--- src/hdl/assert_macros.svh ---
// ----------------------------------------------------------------------------
// assert_macros.svh
// Shared concurrent assertion macros for the RTL.
// ----------------------------------------------------------------------------
`ifndef ASSERT_MACROS_SVH
`define ASSERT_MACROS_SVH

// Assertion checked on every rising edge, disabled while reset is low.
`define ASSERT_RST(lbl, clk, rst_n, prop, msg) \
  lbl: assert property (@(posedge clk) disable iff (!(rst_n)) (prop)) else $error(msg);

// Assertion checked on every rising edge, reset included.
`define ASSERT_ALW(lbl, clk, prop, msg) \
  lbl: assert property (@(posedge clk) (prop)) else $error(msg);

`endif

--- src/hdl/vcis_ram.sv ---
// ----------------------------------------------------------------------------
// vcis_ram
// Generic single-write, single-read RAM with registered read data.
// ----------------------------------------------------------------------------
module vcis_ram #(
  parameter int unsigned WIDTH = 32,
  parameter int unsigned DEPTH = 8
) (
  input  logic                     clk,
  input  logic                     we,
  input  logic [$clog2(DEPTH)-1:0] waddr,
  input  logic [WIDTH-1:0]         wdata,
  input  logic                     re,
  input  logic [$clog2(DEPTH)-1:0] raddr,
  output logic [WIDTH-1:0]         rdata
);

  logic [WIDTH-1:0] mem [DEPTH];

  always_ff @(posedge clk) begin
    if (we) begin
      mem[waddr] <= wdata;
    end
    if (re) begin
      rdata <= mem[raddr];
    end
  end

endmodule

--- config.mk ---
export PLATFORM = sky130hd
export DESIGN_NAME = vcis_ram
export DESIGN_NICKNAME = d
export VERILOG_FILES = /design/src/hdl/assert_macros.svh /design/src/hdl/vcis_ram.sv
export SDC_FILE = /design/constraint.sdc
export NUM_CORES = 1
export LEC_CHECK = 0
export ABC_CLOCK_PERIOD_IN_PS = 3830
export BUFFER_PORTS_ARGS = -buffer_cell sky130_fd_sc_hd__buf_2
export CORE_MARGIN = 4
export CORE_UTILIZATION = 40
export CTS_CLUSTER_SIZE = 8
export DETAILED_ROUTE_END_ITERATION = 16
export PLACE_DENSITY_LB_ADDON = 0.15
export SYNTH_ARGS = -nofsm -noshare
export SYNTH_HDL_FRONTEND = slang
export SYNTH_SLANG_ARGS = --single-unit
--- constraint.sdc ---
create_clock -name clk -period 3.83 [get_ports clk]
set_clock_uncertainty 0.15 [all_clocks]
set_input_delay 0.5745 -clock clk [delete_from_list [all_inputs] [get_ports clk]]
set_output_delay 0.5745 -clock clk [all_outputs]
set_load 0.01 [all_outputs]
======== Word-level counts from Yosys, hierarchy flattened ========
Memories as Yosys holds them, arrays and structs flattened. A register that Yosys moved wholly into a read port is not among the register bits.
Cells that the tools add are included.
cells by class
  $lt $le $gt $ge ......................... 0
  equality and inequality tests ........... 0
  multiply operators ...................... 0
  shift operators ......................... 0
  div/mod/pow operators ................... 0
  reduce and logical (&&, ||, !) cells .... 0
  bitwise logic cells ..................... 0
  multiplexer cells ....................... 2
  add/subtract/negate cells ............... 0
operators with widths
  kind    number
  $mux 1  2
storage, ports and cells
  output and inout port bits .............. 32
  bits in writable memories ............... 256
  latch bits .............................. 0
  register bits ........................... 0
  memories kept ........................... 1
  input port bits ......................... 41
  logic and storage cells ................. 3
  ROM bits ................................ 0
memories
  memory  depth  width  rd ports  clocked after Yosys merged registers in  write ports  RTL line        text
  mem     8      32     1         1                                        1            vcis_ram.sv:18  logic [WIDTH-1:0] mem [DEPTH];

======== Longest topological paths before layout ========
  word-level depth ........................ 2
  depth in mapped cells ................... 4
  mapped depth without buffers ............ 2

======== Least setup slack after synthesis ========
No wires, ideal clock.
  kind .................................... input-to-reg
  from .................................... input waddr[2]
  to ...................................... memory mem[0][0] (enable)
  arrival time ............................ 2960 ps
  path slack .............................. 259 ps
  library setup time ...................... 461 ps
  buffers on the path ..................... 0
  cell stages on the path ................. 2
  cell sequence ........................... nand2b_1 > nor3_1
RTL lines
  what                RTL line        text
  start: declaration  vcis_ram.sv:11  input logic [$clog2(DEPTH)-1:0] waddr,
  end: declaration    vcis_ram.sv:18
Straight into the memory's write port.

==> flow_metrics.tcl <==
set metrics [dict create \
    rows 59 \
    n_antenna_cell 0 \
    yosysSeqAreaShare_pct 80.18 \
    cp_slowest_cell "mux4_1" \
    fin_nets 567 \
    critPathMostFrequentCell "buf_4" \
    hold_viol_final 0 \
    synth_area_um2 10790 \
    num_vias 4612 \
    cts_setup_buffers 0 \
    synthCells 415 \
    dr.pass1.iters 4 \
    io_pins 73 \
    cp_top_family "multiplexers" \
    chipHeight_um 172.2 \
    fp.dieArea_um2 29660 \
    crit_start "raddr[0]" \
    routed_wl_um 20860 \
    final_common_cell "edfxtp_1" \
    setup_violations 0 \
    internal_power_mw 5.688 \
    gp_congestion 0.6622 \
    path_cells "buf_4 -> buf_4 -> mux4_1 -> mux2_2" \
    ys_warn_count 0 \
    period_minus_slack_ps 2101 \
    path_max_fanout 24 \
    clkTransAtPathRegs_ps 50 \
    drv_slew 0 \
    r2r_start "mem[1][29]$_DFFE_PP_" \
    fill_cells 2115 \
    hp-class "in2reg" \
    antenna_found_initial 3 \
    p_sw_share_pct 19.42 \
    cts_made_buffers 42 \
    layout_common_cells "288 x edfxtp_1, 71 x buf_2, 42 x clkbuf_16" \
    synth_cell_types 12 \
    synthToLayoutAreaGrowth_pct 17.76 \
    finalInstanceArea_um2 12700 \
    status "completed" \
    sequentialPowerShare_pct 51.5 \
    pwr-share-comb_pct 4.7 \
    cts_resized 0 \
    synth_nets 456 \
    crit_path_end_kind "register" \
    grt_max_degree 57 \
    placed_cell_area_um2 11620 \
    cts_buffer_depth 3 \
    ys_ff_latch 288 \
    cts_hold_buf 0 \
    cts_sinks 288 \
    ff2ff_path_depth 2 \
    root_buffer "clkbuf_16" \
    grt_util_all_layers_pct 14.48 \
    crit_buf_inv 2 \
    drive_above_1_share_pct 36.55 \
    die_w_um 172.2 \
    path_depth 4 \
    vdd_drop_max_mv 0.3085 \
    reg2reg_to "rdata[29]$_DFFE_PP_" \
    post_drt_wl_per_cell_um 24.17 \
    drcViolationCount 0 \
    required_ps 3930 \
    worst_pin_slew_ps 1090 \
    finalCritPeriodShare_pct 54.86 \
    grt_pass1_vias 5069 \
    ant_nets 0 \
    fin_tns_setup_ps 0 \
    p_switching_mw 1.371 \
    portBuffers 72 \
    max_freq_mhz 475.9 \
    cts_tree "done" \
    p_total_mw 7.060 \
    max_stage_delay_ps 590 \
    power_frac_clock_pct 43.7 \
    clock_latency_ps 500 \
    relSlewSlack_pct 27.33 \
    maxCapViolCount 0 \
    via_per_inst 5.344 \
    grt_overflow_total 0 \
    cp-start-kind "input pin" \
    crit_type "in2reg" \
    rrSetupSlack_ps 2250 \
    htree_levels 2 \
    syn_avg_cell_area_um2 25.99 \
    start_util_pct 41.04 \
    powerDensity_nw_per_um2 555.8 \
    crit_end "rdata[18]$_DFFE_PP_" \
    grt_setup_unrepaired "no" \
    leakage_nw 4.254 \
    core_um2 26280 \
    drt-initial-drc-count 257 \
    grt_pass1_wl_um 31500 \
    worstPathArrival_ps 2200 \
]
kinds of logic after synthesis:
family | after synthesis | share of synthesized area [%]
flops | 288 | 80.18
simple gates | 13 | 0.5452
buf+inv | 18 | 1.183
mux | 96 | 18.10
stage by stage:
stage	cells	utilization, %	hold WS, ps	setup WS (ps)
6_report	863	48.33	188.7	1729
3_5_place_dp	817	44.21	580.7	1174
3_3_place_gp	817	44.21	575.0	1212
4_1_cts	863	48.33	161.5	1708
2_1_floorplan	415	-	523.4	258.6
5_1_grt	863	48.33	175.1	1629
synthesized netlist by cell type, drive strengths merged:
cell type	number	share of area, %
edfxtp	288	80
mux4	64	15
mux2	32	3.3
buf	17	1.1
nor2	6	0.21
nand2b	3	0.17
nand2	2	0.070
nor3	2	0.093
clkbuf	1	0.035
registers in the layout, indices dropped and copies added (netlist names):
name,cells
mem,256
rdata,32
worst min-delay path by stage:
stage / from / endpoint / slack (ps) / depth (start not counted)
after floorplan: wdata[0] / mem[0][0]$_DFFE_PP_ / 520 / 0
after global placement: mem[7][24]$_DFFE_PP_ / rdata[24]$_DFFE_PP_ / 580 / 2
after detailed placement: mem[2][24]$_DFFE_PP_ / rdata[24]$_DFFE_PP_ / 580 / 2
after CTS: wdata[9] / mem[6][9]$_DFFE_PP_ / 160 / 1
after global routing: wdata[9] / mem[6][9]$_DFFE_PP_ / 180 / 1
final: wdata[27] / mem[2][27]$_DFFE_PP_ / 190 / 1
cell type report:
class | instances | area (µm²) | area share (%)
Sequential cell | 288 | 8648 | 68.08
Multi-Input combinational cell | 109 | 2066 | 16.26
Clock buffer | 44 | 1059 | 8.333
Timing Repair Buffer | 85 | 485.5 | 3.822
Tap cell | 335 | 419.2 | 3.300
Clock inverter | 2 | 25.02 | 0.1970
power by group through the flow:
stage          registers (mW)  clock network [mW]  logic, mW
2_1_floorplan            3.70                   0      0.180
3_3_place_gp             3.69                   0      0.336
3_5_place_dp             3.70                   0      0.344
4_1_cts                  3.64                3.18      0.345
5_1_grt                  3.64                3.32      0.366
6_report                 3.64                3.09      0.333
per-layer routing:
metal	share of wire, %	global-route usage, %	vias to the layer above
li1	-	-	2023
met1	42	18.48	2444
met2	52	25.23	98
met3	4.1	3.338	41
met4	1.8	3.725	6
met5	0.21	0	-
Power figures use the tool's default switching activity.
